File: config.mk
export PLATFORM = sky130hd
export DESIGN_NAME = strip_to_triangle_assembler
export DESIGN_NICKNAME = d
export VERILOG_FILES = /design/src/design/stac_pkg.sv /design/src/design/stac_cfg_regs.sv /design/src/design/stac_core.sv /design/src/design/strip_to_triangle_assembler.sv
export VERILOG_INCLUDE_DIRS = /design/src /design/src/design
export SDC_FILE = /design/constraint.sdc
export NUM_CORES = 1
export LEC_CHECK = 0
export BUFFER_PORTS_ARGS = -buffer_cell sky130_fd_sc_hd__buf_2
export CAP_MARGIN = 10
export CORE_ASPECT_RATIO = 0.7
export CORE_MARGIN = 10
export CORE_UTILIZATION = 40
export DETAILED_ROUTE_END_ITERATION = 12
export PLACE_DENSITY = 0.66
export REMOVE_ABC_BUFFERS = 1
export SLEW_MARGIN = 10
export SYNTH_ARGS = -nofsm -noshare
export SYNTH_HDL_FRONTEND = slang
export SYNTH_SLANG_ARGS = --single-unit
File: constraint.sdc
create_clock -name clk -period 8.8 [get_ports clk]
set_input_delay 0.44 -clock clk [delete_from_list [all_inputs] [get_ports clk]]
set_output_delay 0.44 -clock clk [all_outputs]
set_load 0.05 [all_outputs]
File: src/design/assert_macros.svh
// Assertion macros shared by the RTL of the strip to triangle assembler.
// Depends on nothing; included by files that carry concurrent checks.
`ifndef ASSERT_MACROS_SVH
`define ASSERT_MACROS_SVH
`ifndef SYNTHESIS
// Same-cycle implication, disabled while reset is asserted
`define STAC_ASSERT_IMPLIES(label, clk, rst_n, ante, cons) \
	label: assert property (@(posedge clk) disable iff (!rst_n) (ante) |-> (cons)) \
		else $error("stac assertion failed");
// Next-cycle implication, disabled while reset is asserted
`define STAC_ASSERT_NEXT(label, clk, rst_n, ante, cons) \
	label: assert property (@(posedge clk) disable iff (!rst_n) (ante) |=> (cons)) \
		else $error("stac assertion failed");
`else
`define STAC_ASSERT_IMPLIES(label, clk, rst_n, ante, cons)
`define STAC_ASSERT_NEXT(label, clk, rst_n, ante, cons)
`endif
`endif

File: src/design/stac_pkg.sv
// Shared types and constants for the strip to triangle assembler.
// Depends on nothing; used by stac_cfg_regs, stac_core and the top level.
`timescale 1ns / 1ps

package stac_pkg;

	// APB register map
	localparam int unsigned ADDR_BITS = 3;
	localparam int unsigned DATA_BITS = 32;
	localparam logic [0:0]  REG_RESTART_INDEX = 1'b0;
	localparam logic [31:0] RESTART_DEFAULT   = 32'h0000_FFFF;

	// Load phase codes of the held pair
	localparam logic [1:0] PHASE_FIRST  = 2'd0;
	localparam logic [1:0] PHASE_SECOND = 2'd1;
	localparam logic [1:0] PHASE_RUN    = 2'd2;

	// Per-request decision of the assembly stage
	typedef struct packed {
		logic emit;        // request yields a triangle
		logic restart_hit; // restart value seen while running
	} step_status_t;

endpackage

File: src/design/stac_cfg_regs.sv
// APB configuration register (restart index) for the strip assembler.
// Depends on stac_pkg for the address map and reset value.
`timescale 1ns / 1ps

module stac_cfg_regs #(
	parameter int unsigned INDEX_BITS = 16
) (
	input  logic                               clk,
	input  logic                               arst_n,
	input  logic                               psel,
	input  logic                               penable,
	input  logic                               pwrite,
	input  logic [stac_pkg::ADDR_BITS-1:0]     paddr,
	input  logic [stac_pkg::DATA_BITS-1:0]     pwdata,
	output logic [stac_pkg::DATA_BITS-1:0]     prdata,
	output logic                               pready,
	output logic [INDEX_BITS-1:0]              restart_index
);

	logic [INDEX_BITS-1:0] restart_q;
	logic                  sel_restart;
	logic                  wr_en;

	// Word decode: register index sits above the byte offset
	assign sel_restart = (paddr[stac_pkg::ADDR_BITS-1:2] == stac_pkg::REG_RESTART_INDEX);
	assign wr_en       = psel && penable && pwrite;
	assign pready      = 1'b1;

	// Restart index register
	always_ff @(posedge clk or negedge arst_n) begin
		if (!arst_n) begin
			restart_q <= INDEX_BITS'(stac_pkg::RESTART_DEFAULT);
		end else if (wr_en && sel_restart) begin
			restart_q <= pwdata[INDEX_BITS-1:0];
		end
	end

	// Read back, zero above the index width
	always_comb begin
		prdata = '0;
		if (sel_restart) begin
			prdata = stac_pkg::DATA_BITS'(restart_q);
		end
	end

	assign restart_index = restart_q;

endmodule

File: src/design/stac_core.sv
// Held pair, load phase and winding state with the per-index assembly logic.
// Depends on stac_pkg for phase codes and the status struct.
`timescale 1ns / 1ps

module stac_core #(
	parameter int unsigned INDEX_BITS = 16
) (
	input  logic                  clk,
	input  logic                  arst_n,
	input  logic                  advance,
	input  logic [INDEX_BITS-1:0] strip_index,
	input  logic                  strip_start,
	input  logic [INDEX_BITS-1:0] restart_index,
	output stac_pkg::step_status_t status,
	output logic [INDEX_BITS-1:0] tri_a,
	output logic [INDEX_BITS-1:0] tri_b,
	output logic [INDEX_BITS-1:0] tri_c
);

	logic [INDEX_BITS-1:0] older_q, newer_q;
	logic [1:0]            phase_q;
	logic                  winding_q;

	logic [INDEX_BITS-1:0] older_d, newer_d;
	logic [1:0]            phase_d;
	logic                  winding_d;
	logic                  distinct;

	assign distinct = (older_q != newer_q) && (newer_q != strip_index)
		&& (older_q != strip_index);

	// Corner order: odd positions a,b,c; even positions a,c,b
	assign tri_a = older_q;
	assign tri_b = winding_q ? strip_index : newer_q;
	assign tri_c = winding_q ? newer_q : strip_index;

	// Next state for the request at the head
	always_comb begin
		older_d            = older_q;
		newer_d            = newer_q;
		phase_d            = phase_q;
		winding_d          = winding_q;
		status.emit        = 1'b0;
		status.restart_hit = 1'b0;
		if (strip_start) begin
			older_d   = strip_index;
			phase_d   = stac_pkg::PHASE_SECOND;
			winding_d = 1'b0;
		end else begin
			unique case (phase_q)
				stac_pkg::PHASE_FIRST: begin
					older_d = strip_index;
					phase_d = stac_pkg::PHASE_SECOND;
				end
				stac_pkg::PHASE_SECOND: begin
					newer_d = strip_index;
					phase_d = stac_pkg::PHASE_RUN;
				end
				default: begin
					// running (unused code 3 behaves the same)
					if (strip_index == restart_index) begin
						phase_d            = stac_pkg::PHASE_FIRST;
						winding_d          = 1'b0;
						status.restart_hit = 1'b1;
					end else begin
						winding_d   = ~winding_q;
						status.emit = distinct;
						older_d     = newer_q;
						newer_d     = strip_index;
					end
				end
			endcase
		end
	end

	// Control state
	always_ff @(posedge clk or negedge arst_n) begin
		if (!arst_n) begin
			phase_q   <= stac_pkg::PHASE_FIRST;
			winding_q <= 1'b0;
			older_q   <= '0;
			newer_q   <= '0;
		end else if (advance) begin
			phase_q   <= phase_d;
			winding_q <= winding_d;
			older_q   <= older_d;
			newer_q   <= newer_d;
		end
	end

endmodule

File: src/design/strip_to_triangle_assembler.sv
// Top level of the strip to triangle assembler: input and result registers.
// Depends on stac_pkg, stac_cfg_regs, stac_core and assert_macros.svh.
`timescale 1ns / 1ps
`include "assert_macros.svh"

// Turns a stream of triangle-strip vertex indices into triangles, one index
// request per clock while results are drained. Each index is registered,
// assembled against the held pair with compares and muxes, and the triangle
// lands in a result register, so tri_valid rises once the index has passed the
// input register and the result register. Indices that give no triangle
// (pair loading, restart, degenerate) pass even while a result is waiting.
// restart_index (APB offset 0x0, reset 0xFFFF) should only be written while
// the block is idle.
module strip_to_triangle_assembler #(
	parameter int unsigned INDEX_BITS = 16
) (
	input  logic                           clk,
	input  logic                           arst_n,
	input  logic                           psel,
	input  logic                           penable,
	input  logic                           pwrite,
	input  logic [stac_pkg::ADDR_BITS-1:0] paddr,
	input  logic [stac_pkg::DATA_BITS-1:0] pwdata,
	output logic [stac_pkg::DATA_BITS-1:0] prdata,
	output logic                           pready,
	input  logic                           vertex_valid,
	output logic                           vertex_ready,
	input  logic [INDEX_BITS-1:0]          strip_index,
	input  logic                           strip_start,
	output logic                           tri_valid,
	input  logic                           tri_ready,
	output logic [INDEX_BITS-1:0]          corner_one,
	output logic [INDEX_BITS-1:0]          corner_two,
	output logic [INDEX_BITS-1:0]          corner_three
);

	logic [INDEX_BITS-1:0]  restart_index;
	logic                   valid_s1;
	logic [INDEX_BITS-1:0]  index_s1;
	logic                   start_s1;
	logic                   advance;
	stac_pkg::step_status_t status;
	logic [INDEX_BITS-1:0]  tri_a, tri_b, tri_c;
	logic                   out_valid_q;
	logic [INDEX_BITS-1:0]  corner_one_q, corner_two_q, corner_three_q;

	stac_cfg_regs #(.INDEX_BITS(INDEX_BITS)) u_cfg (
		.clk           (clk),
		.arst_n        (arst_n),
		.psel          (psel),
		.penable       (penable),
		.pwrite        (pwrite),
		.paddr         (paddr),
		.pwdata        (pwdata),
		.prdata        (prdata),
		.pready        (pready),
		.restart_index (restart_index)
	);

	stac_core #(.INDEX_BITS(INDEX_BITS)) u_core (
		.clk           (clk),
		.arst_n        (arst_n),
		.advance       (advance),
		.strip_index   (index_s1),
		.strip_start   (start_s1),
		.restart_index (restart_index),
		.status        (status),
		.tri_a         (tri_a),
		.tri_b         (tri_b),
		.tri_c         (tri_c)
	);

	// Head request moves on unless its triangle has nowhere to go
	assign advance      = valid_s1 && (!status.emit || !out_valid_q || tri_ready);
	assign vertex_ready = !valid_s1 || advance;

	// Input register
	always_ff @(posedge clk or negedge arst_n) begin
		if (!arst_n) begin
			valid_s1 <= 1'b0;
		end else if (vertex_valid && vertex_ready) begin
			valid_s1 <= 1'b1;
		end else if (advance) begin
			valid_s1 <= 1'b0;
		end
	end

	always_ff @(posedge clk) begin
		if (vertex_valid && vertex_ready) begin
			index_s1 <= strip_index;
			start_s1 <= strip_start;
		end
	end

	// Result register
	always_ff @(posedge clk or negedge arst_n) begin
		if (!arst_n) begin
			out_valid_q <= 1'b0;
		end else if (advance && status.emit) begin
			out_valid_q <= 1'b1;
		end else if (tri_ready) begin
			out_valid_q <= 1'b0;
		end
	end

	always_ff @(posedge clk) begin
		if (advance && status.emit) begin
			corner_one_q   <= tri_a;
			corner_two_q   <= tri_b;
			corner_three_q <= tri_c;
		end
	end

	assign tri_valid    = out_valid_q;
	assign corner_one   = corner_one_q;
	assign corner_two   = corner_two_q;
	assign corner_three = corner_three_q;

	// Checks
	`STAC_ASSERT_IMPLIES(a_restart_no_emit, clk, arst_n,
		valid_s1 && status.restart_hit, !status.emit)
	`STAC_ASSERT_NEXT(a_emit_lands, clk, arst_n, advance && status.emit, tri_valid)
	`STAC_ASSERT_IMPLIES(a_corners_distinct, clk, arst_n, tri_valid,
		(corner_one != corner_two) && (corner_two != corner_three)
		&& (corner_one != corner_three))
	`STAC_ASSERT_IMPLIES(a_no_overwrite, clk, arst_n,
		advance && status.emit && tri_valid, tri_ready)

endmodule

==> out/summary.log, run 1 <==
[power_and_ir_drop] net switching power figure 656.4 uW
[sta] Setup Viol. Count Final 0
[floorplan] Core Box Area 13960 um2
[layout] Fillers 1270
[placement] detailed-placement wirelength estimate 9142 um
[floorplan] die boundary height 120.1 um
[sta] share of the clock period used by the worst path 35.46%
[clock_network] clock latency at the later pin of the worst-skew pair 0.41 ns
[layout] Final Instance Count excl. Fillers 695
[grt] Total GRT Usage 13.03%
[logic_synthesis] cells after synthesis 393
[power_and_ir_drop] Leakage 2.789 nW
[hold_path] worst hold path type in -> async
[clock_network] count of H-tree levels built during CTS 4
[clock_network] number of clock buffers inserted by TritonCTS 17
[layout] net count of the finished layout 551
[sta] final setup skew 0.006759 ns
[grt] first-pass GRT wire length 19720 um
[detailed_routing] routed len/inst 18.06 um
[grt] number of antenna violations at the first check in global routing 1
[clock_network] sinks on the clock net 118
[worst_setup_path] Top delay family on crit path compound AO/OA/AOI/OAI gates
[flow_run] count of maximum capacitance violations 0
[clock_network] CTS tree done
[sta] worst slew margin relative to its limit 28.98%
[power_and_ir_drop] part of the total power dissipated in combinational logic 25.4%
[worst_setup_path] slowest cell on the critical path a21oi_2
[floorplan] die outline area 19560 um2
[logic_synthesis] Main synth FF type edfxtp_1
[power_and_ir_drop] share of power burned in registers 42.2%
[worst_setup_path] Data required, critical path 9.09 ns
[layout] final cell utilization of the core 49.01%
[sta] Final WS setup 5.680 ns
[sta] Highest Clock Rate 320.5 MHz
[layout] antenna diode instance count 0
[grt] global route total overflow 0
[layout] area grow syn2layout 19.59%
[clock_network] number of buffers on the longest clock path 2
[clock_network] post-CTS setup repair buffer count 0
[placement] placed cell count 663
[sta] final worst hold slack 0.1694 ns
[logic_synthesis] Netlist cell types 34
[detailed_routing] residual DRC count 0
[grt] largest net degree at the start of global routing 54
[layout] share of post-route cells with drive strength above 1 50.50%
[power_and_ir_drop] internal power 1.417 mW
[logic_synthesis] synthesized area 5722 um2
[placement] weighted congestion at the end of routability-driven global placement 0.7821
[placement] placed cell areas 6264 um2
[sta] RSZ-0062 raised after global routing no
[worst_setup_path] Cell Chain, Critical Path xnor2_1 > nand4_1 > o41a_1 > and4_4 > a21oi_2 > mux2_2
[grt] number of global-route vias before repair 3583
[clock_network] Clock Tree Root clkbuf_16
[detailed_routing] First-pass DRT Iterations 4
[logic_synthesis] total number of yosys warnings 0
[floorplan] die extent in x 163.0 um
[sta] Pins Over Slew Limit 0
[floorplan] initial core utilization 40.98%
[layout] Post-Layout Inst Area 6843 um2
[worst_setup_path] crit path DAT 3.41 ns
[clock_network] Reg clk slew, reported paths 0.05 ns
[logic_synthesis] number of enable flip-flop cells after synthesis 65
[sta] Fin Setup TNS 0 ns
[power_and_ir_drop] clock network fraction of design power 32.4%
[detailed_routing] routed via count 3287
[floorplan] number of rows in the core area 36
[power_and_ir_drop] power after layout 2.073 mW
[worst_setup_path] Critical path buffers and inverters 0
[logic_synthesis] synthesized area per cell 14.56 um2
[worst_setup_path] FF-to-FF setup slack 5.68 ns
[run_status] status completed
[sta] total count of hold-check failures in the final report 0
[clock_network] number of buffers inserted for hold repair after clock tree synthesis 0
[power_and_ir_drop] switching share of total power 31.66%
[floorplan] io pins 142
[logic_synthesis] asr flop ratio synth 44.92%
[sta] worst-margin pin slew 1.065 ns
[worst_setup_path] kind of end point of the critical path flop
[power_and_ir_drop] highest ir drop seen on vdd 148.3 uV
[worst_setup_path] launching element type of the critical path flop
[sta] post-route minimum period 3.120 ns
[placement] worst setup slack before clock tree synthesis 5.652 ns
[clock_network] # resized after CTS 0
[worst_setup_path] Largest stage delay, worst path 0.84 ns
[worst_setup_path] Critical Path Fanout Max 16
[worst_setup_path] critical path class reg -> reg
[detailed_routing] number of routed nets with antenna violations 0
[power_and_ir_drop] total power per unit cell area 303.0 nW/um2
[placement] number of input and output port buffers inserted 106
[detailed_routing] Detailed Route WL 12550 um
[logic_synthesis] portion of the post-synthesis area used by sequential elements 57.64%
[detailed_routing] Iteration-0 DRC Markers 160
[detailed_routing] detail-routed via count per cell 4.729
[logic_synthesis] Synth Register Bits 118
[cells by family after synthesis]
family	synth area share (%)
buffers and inverters	5.729
AOI/OAI and AO/OA	1.553
muxes	19.55
DFF	57.64
and+or+nand+nor	5.467
xor gates and xnor gates	9.928
other	0.1313
[metal layers]
metal  vias up  GRT usage, %  wire (um)
li1       1578             -          -
met4         0         5.393        174
met5         -             0          0
met3        15         6.182       1218
met1      1592         16.91       5892
met2       102         18.23       5267
[final cells by class]
type / instances / area [um2] / share of cell area, %
multi-input combinational: 243 / 2160 / 31.56
timing repair buffer: 110 / 560.5 / 8.192
tap: 190 / 237.7 / 3.474
clock buffer: 24 / 481.7 / 7.040
inverter: 2 / 7.507 / 0.1097
clock inverter: 8 / 97.59 / 1.426
sequential: 118 / 3298 / 48.20
[worst paths after layout]
kind,end,startpoint,cells past startpoint
setup / recovery,u_core.tri_a[7],index_s1[7],6
min in group clk,index_s1[6],strip_index[6],1
setup reg to reg,u_core.tri_a[7],index_s1[7],6
hold reg to reg,tri_valid,tri_valid,2
max in group asynchronous,u_core.newer_q[10],arst_n,2
hold / removal,valid_s1,arst_n,2
[worst reg2reg max path, cell delays in order, from the launching register on]
cell and delay, ns:
edfxtp_1 0.55, xnor2_1 0.25, nand4_1 0.14, o41a_1 0.52, and4_4 0.27, a21oi_2 0.84, mux2_2 0.43
[state kept, by name, summed over array words and instances, names as in the netlist]
signal,cells
valid_s1,1
corner_two,16
u_core.winding_q,1
tri_valid,1
u_core.phase_q,2
u_core.newer_q,16
u_core.tri_a,16
corner_one,16
u_cfg.restart_index,16
index_s1,16
start_s1,1
corner_three,16
[cell usage in the layout (no fill, tap or decap), types with 2 or more instances in the layout]
cell,synthesis,routed
buf_2,6,106
mux2_2,86,86
edfxtp_1,65,65
xor2_1,48,48
dfrtp_1,37,37
nor2b_1,17,17
conb_1,2,17
clkbuf_16,0,17
dfstp_2,16,16
xnor2_1,15,15
nor4_1,13,13
mux2_4,10,10
nand4_1,7,7
nand2_1,7,7
o21ai_0,6,6
clkbuf_1,11,4
buf_4,18,4
clkinv_2,0,3
clkbuf_8,0,3
clkinvlp_4,0,3
inv_1,2,2
nor2_1,3,2
nand2b_1,2,2
bufinv_16,0,2
[power groups by stage]
stage	registers [mW]	clock network (mW)	logic (mW)
after floorplan	0.910	0	0.355
after global placement	0.876	0	0.519
after detailed placement	0.883	0	0.528
after CTS	0.874	0.682	0.534
after global routing	0.893	0.705	0.570
final	0.874	0.672	0.527
[synthesized netlist by cell type (6+ instances only)]
library cell / instances / area share [%]
xnor2_1: 15 / 2.3
mux2_2: 86 / 17
clkbuf_1: 11 / 0.72
buf_2: 6 / 0.52
o21ai_0: 6 / 0.52
xor2_1: 48 / 7.3
buf_6: 8 / 1.6
edfxtp_1: 65 / 34
dfrtp_1: 37 / 16
nor2b_1: 17 / 1.9
nor4_1: 13 / 1.4
nand2_1: 7 / 0.46
nand4_1: 7 / 0.77
mux2_4: 10 / 2.6
dfstp_2: 16 / 7.3
buf_4: 18 / 2.4
(Power assumes the default switching activity.)
==> run 2, diff against run 1 <==
- clock period: 8.8 -> 3.25 ns (I/O delays scaled with it)
==> run 2 against run 1 <==
Against the previous run: clock-buffer cell count is 4 lower; routed wire length is 5.7% higher; largest cell class unchanged; critical path type is now reg -> out; sequential cell count stayed put; sequential share of layout area is 2.3 points lower; combinational power grew to 2.8 times the previous value; final area is 5.0% higher.
==> out/summary.log, run 2 (synthesis gave the netlist of run 1 again) <==
[run_status] status completed
[detailed_routing] routed len/inst 18.10 um
[clock_network] number of buffers on the longest clock path 2
[detailed_routing] detail-routed via count per cell 4.794
[power_and_ir_drop] share of power burned in registers 43.3%
[worst_setup_path] kind of end point of the critical path primary output
[power_and_ir_drop] part of the total power dissipated in combinational logic 26.4%
[placement] worst setup slack before clock tree synthesis 0.5753 ns
[floorplan] Core Box Area 13960 um2
[worst_setup_path] critical path class reg -> out
[grt] first-pass GRT wire length 21480 um
[floorplan] die outline area 19560 um2
[layout] area of the multi-input gates 2160 um2
[sta] post-route minimum period 2.764 ns
[floorplan] die boundary height 120.1 um
[grt] Total GRT Usage 13.90%
[sta] worst-margin pin slew 0.8356 ns
[layout] flip-flop and latch area 3298 um2
[hold_path] worst hold path type in -> reg
[detailed_routing] routed via count 3514
[placement] detailed-placement wirelength estimate 9448 um
[layout] antenna diode instance count 0
[clock_network] clock latency at the later pin of the worst-skew pair 0.41 ns
[power_and_ir_drop] highest ir drop seen on vdd 399.7 uV
[layout] net count of the finished layout 589
[clock_network] sinks on the clock net 118
[grt] number of antenna violations at the first check in global routing 0
[worst_setup_path] Critical Path Fanout Max 7
[worst_setup_path] FF-to-FF setup slack 0.54 ns
[power_and_ir_drop] switching share of total power 32.39%
[worst_setup_path] Data required, critical path 3.09 ns
[sta] Highest Clock Rate 361.8 MHz
[hold_path] Worst Hold Depth 3
[detailed_routing] number of routed nets with antenna violations 0
[worst_setup_path] RR Endpoint u_core.newer_q[8]
[clock_network] CTS tree done
[clock_network] Clock Tree Root clkbuf_16
[sta] total count of hold-check failures in the final report 0
[hold_path] worst hold path startpoint tri_ready
[placement] placed cell areas 6299 um2
[placement] number of input and output port buffers inserted 106
[worst_setup_path] worst r2r path cells 7
[detailed_routing] residual DRC count 0
[layout] Final Instance Count excl. Fillers 733
[clock_network] number of clock buffers inserted by TritonCTS 17
[sta] Pins Over Slew Limit 0
[sta] Final WS setup 0.4862 ns
[power_and_ir_drop] Leakage 2.929 nW
[clock_network] # resized after CTS 0
[worst_setup_path] r2r startpoint index_s1[7]
[detailed_routing] Detailed Route WL 13270 um
[grt] largest net degree at the start of global routing 35
[layout] Fillers 1198
[layout] area grow syn2layout 25.52%
[sta] final setup skew 0.007750 ns
[sta] worst slew margin relative to its limit 44.00%
[layout] most common cell after layout, fill and taps aside buf_2
[hold_path] hold-critical path endpoint tri_valid
[grt] number of global-route vias before repair 3810
[floorplan] number of rows in the core area 36
[grt] global route total overflow 0
[layout] Post-Layout Inst Area 7182 um2
[layout] most used cells in the layout excluding fill and tap cells buf_2, mux2_2, edfxtp_1
[sta] share of the clock period used by the worst path 85.04%
[floorplan] initial core utilization 40.98%
[layout] final cell utilization of the core 51.43%
[power_and_ir_drop] internal power 3.735 mW
[detailed_routing] Iteration-0 DRC Markers 190
[floorplan] die extent in x 163.0 um
[sta] Setup Viol. Count Final 0
[clock_network] count of H-tree levels built during CTS 4
[flow_run] count of maximum capacitance violations 0
[sta] RSZ-0062 raised after global routing no
[floorplan] io pins 142
[power_and_ir_drop] total power per unit cell area 769.1 nW/um2
[worst_setup_path] launching element type of the critical path flop
[placement] placed cell count 666
[layout] share of post-route cells with drive strength above 1 46.96%
[power_and_ir_drop] net switching power figure 1.789 mW
[detailed_routing] First-pass DRT Iterations 4
[worst_setup_path] crit path DAT 2.60 ns
[power_and_ir_drop] clock network fraction of design power 30.4%
[placement] weighted congestion at the end of routability-driven global placement 0.7488
[clock_network] post-CTS setup repair buffer count 0
[clock_network] Reg clk slew, reported paths 0.05 ns
run 2: changes by cell type in the layout (fill, tap and decap cells not counted), sizes merged:
cell and change:
dlygate4sd3 +35, clkinv +5, clkbuf -4, buf +3, bufinv -1
run 2: repair_timing:
action	4_1_cts	5_1_grt
hold buffers	35	0
endpoints found under the hold margin	45	0
setup endpoints to repair	0	0
run 2: power groups by stage:
stage	Sequential, mW	Combinational, mW	Clock (mW)
after floorplan	2.46	0.961	0
after detailed placement	2.41	1.42	0
final	2.39	1.46	1.68
after CTS	2.38	1.47	1.71
after global routing	2.44	1.58	1.78
after global placement	2.38	1.41	0
run 2: worst max path at each step:
stage | cells after the start | slack (ns) | start | end
global placement | 7 | 0.60 | index_s1[7] | u_core.newer_q[9]
finish | 6 | 0.49 | index_s1[7] | vertex_ready
floorplan | 6 | -0.50 | index_s1[15] | corner_one[0]
CTS | 6 | 0.47 | index_s1[7] | vertex_ready
detailed placement | 7 | 0.58 | index_s1[7] | u_core.newer_q[8]
global route | 6 | 0.39 | index_s1[7] | vertex_ready
run 2: worst max-delay path, cell delays in order, from the launching register on:
cell	delay [ns]
edfxtp_1	0.55
xnor2_1	0.26
nand4_1	0.14
o41a_1	0.53
and4_4	0.27
nand3_1	0.14
buf_2	0.29
run 2: stage by stage:
step / setup TNS [ns] / power [mW] / hold slack, ns
floorplan: -24.13 / 3.424 / -0.1331
global placement: 0 / 3.790 / 0.2104
detailed placement: 0 / 3.832 / 0.2218
CTS: 0 / 5.562 / 0.04170
global route: 0 / 5.796 / 0.05264
finish: 0 / 5.524 / 0.06519
run 2: layout make-up:
type | instances | share of cell area, %
flip-flops and latches | 118 | 45.92
multi-input cells | 243 | 30.07
repair buffers | 148 | 13.17
clock buffers | 20 | 6.220
well taps | 190 | 3.310
clock inverters | 12 | 1.202
inverters | 2 | 0.1045
run 2: routing by layer:
layer	global-route usage (%)	vias up	wire, um
met3	5.635	12	1118
met1	17.68	1737	6054
li1	-	1642	-
met5	0	-	0
met4	4.551	0	133
met2	21.10	123	5959
==> run 3, diff against run 2 <==
- CORE_MARGIN: 10 -> not set
==> run 3 against run 2 <==
Against the previous run: setup slack better by 0.056 ns; clock-buffer cell count up 2; first-iteration DRC count grew 8.9%; critical path type unchanged; die area decreased by 24%; sequential power about the same; core utilization rose by 0.31 points; final area grew 0.28%; critical path depth stayed put; power up 0.48%; largest power group unchanged; via count decreased by 0.63%.
==> out/summary.log, run 3 (synthesis gave the netlist of run 1 again) <==
[placement] number of input and output port buffers inserted 106
[hold_path] worst hold path type in -> reg
[sta] post-route minimum period 2.708 ns
[placement] placed cell areas 6299 um2
[grt] number of antenna violations at the first check in global routing 0
[power_and_ir_drop] net switching power figure 1.768 mW
[sta] Final WS setup 0.5419 ns
[floorplan] die outline area 14790 um2
[worst_setup_path] crit path DAT 2.55 ns
[floorplan] die boundary height 102.1 um
[detailed_routing] detail-routed via count per cell 4.764
[worst_setup_path] kind of end point of the critical path primary output
[power_and_ir_drop] Leakage 2.940 nW
[power_and_ir_drop] part of the total power dissipated in combinational logic 25.9%
[sta] worst-margin pin slew 0.8458 ns
[power_and_ir_drop] switching share of total power 31.85%
[sta] total count of hold-check failures in the final report 0
[layout] area grow syn2layout 25.87%
[worst_setup_path] r2r startpoint index_s1[7]
[sta] RSZ-0062 raised after global routing no
[worst_setup_path] Critical Path Fanout Max 7
[power_and_ir_drop] clock network fraction of design power 31.2%
[detailed_routing] routed len/inst 15.91 um
[flow_run] count of maximum capacitance violations 0
[floorplan] die extent in x 145.0 um
[layout] Final Instance Count excl. Fillers 733
[detailed_routing] Detailed Route WL 11660 um
[sta] Setup Viol. Count Final 0
[layout] area of the multi-input gates 2160 um2
[layout] most common cell after layout, fill and taps aside buf_2
[detailed_routing] residual DRC count 0
[clock_network] CTS tree done
[worst_setup_path] RR Endpoint u_core.newer_q[13]
[clock_network] post-CTS setup repair buffer count 0
[layout] flip-flop and latch area 3298 um2
[floorplan] Core Box Area 13920 um2
[sta] worst slew margin relative to its limit 43.31%
[worst_setup_path] Data required, critical path 3.09 ns
[clock_network] clock latency at the later pin of the worst-skew pair 0.40 ns
[layout] antenna diode instance count 0
[power_and_ir_drop] power after layout 5.551 mW
[power_and_ir_drop] share of power burned in registers 42.9%
[layout] Post-Layout Inst Area 7202 um2
[grt] first-pass GRT wire length 19090 um
[floorplan] io pins 142
[clock_network] count of H-tree levels built during CTS 4
[clock_network] number of clock buffers inserted by TritonCTS 17
[layout] most used cells in the layout excluding fill and tap cells buf_2, mux2_2, edfxtp_1
[worst_setup_path] launching element type of the critical path flop
[grt] Total GRT Usage 17.11%
[power_and_ir_drop] internal power 3.783 mW
[clock_network] sinks on the clock net 118
[sta] share of the clock period used by the worst path 83.33%
[hold_path] worst hold path startpoint tri_ready
[layout] Fillers 1198
[clock_network] Clock Tree Root clkbuf_16
[placement] placed cell count 666
[placement] detailed-placement wirelength estimate 8106 um
[detailed_routing] Iteration-0 DRC Markers 207
[grt] largest net degree at the start of global routing 49
[grt] global route total overflow 0
[clock_network] Reg clk slew, reported paths 0.05 ns
[sta] final setup skew 0.005881 ns
[worst_setup_path] worst r2r path cells 7
[run_status] status completed
[detailed_routing] number of routed nets with antenna violations 0
[power_and_ir_drop] highest ir drop seen on vdd 412.1 uV
[worst_setup_path] critical path class reg -> out
[power_and_ir_drop] total power per unit cell area 770.7 nW/um2
[hold_path] hold-critical path endpoint tri_valid
[placement] weighted congestion at the end of routability-driven global placement 0.7712
[layout] net count of the finished layout 589
[detailed_routing] First-pass DRT Iterations 6
[hold_path] Worst Hold Depth 3
[layout] final cell utilization of the core 51.74%
[worst_setup_path] FF-to-FF setup slack 0.59 ns
[sta] Pins Over Slew Limit 0
[placement] worst setup slack before clock tree synthesis 0.6108 ns
[clock_network] number of buffers on the longest clock path 2
[grt] number of global-route vias before repair 3549
[detailed_routing] routed via count 3492
[worst_setup_path] worst setup path startpoint index_s1[7]
[sta] Highest Clock Rate 369.3 MHz
[layout] share of post-route cells with drive strength above 1 47.33%
[floorplan] initial core utilization 41.11%
[floorplan] number of rows in the core area 36
==> run 3: cell type report <==
class	count	share of cell area [%]
clock inverter	10	1.095
timing repair buffer	148	13.13
clock buffer	22	6.584
tap	190	3.301
sequential	118	45.80
multi-input combinational	243	29.99
inverter	2	0.1042
==> run 3: what timing repair did <==
item,4_1_cts,5_1_grt
endpoints found under the hold margin,48,0
resized for setup,0,0
hold buffers,35,0
==> run 3: per-stage QoR <==
stage	TNS [ns]	hold WS (ns)
floorplan	-24.13	-0.1331
global placement	0	0.2465
detailed placement	0	0.2616
CTS	0	0.03601
global route	0	0.07488
finish	0	0.04746
==> run 3: power by group through the flow <==
stage                     logic (mW)  clock network [mW]  registers (mW)
final                           1.44                1.73            2.38
after global routing            1.56                1.84            2.43
after CTS                       1.45                1.77            2.38
after detailed placement        1.41                   0            2.41
after global placement          1.39                   0            2.39
after floorplan                0.961                   0            2.46
==> run 3: worst max-delay path by stage <==
stage                                     to  slack, ns  depth (start not counted)
final                           vertex_ready       0.54                          6
after global routing            vertex_ready       0.41                          6
after CTS                       vertex_ready       0.51                          6
after detailed placement  u_core.newer_q[13]       0.61                          7
after global placement     u_core.newer_q[9]       0.64                          7
after floorplan                corner_one[0]      -0.50                          6
==> run 3: routing by layer <==
metal	wire length [um]	GRT usage (%)
met1	5633	23.19
met4	186	8.020
met3	647	4.152
met2	5192	26.15
met5	0	0
==> run 3: worst max-delay path: stages (launching register included) <==
cell and delay (ns):
edfxtp_1 0.56, xnor2_1 0.24, nand4_1 0.15, o41a_1 0.51, and4_4 0.26, nand3_1 0.13
buf_2 0.29
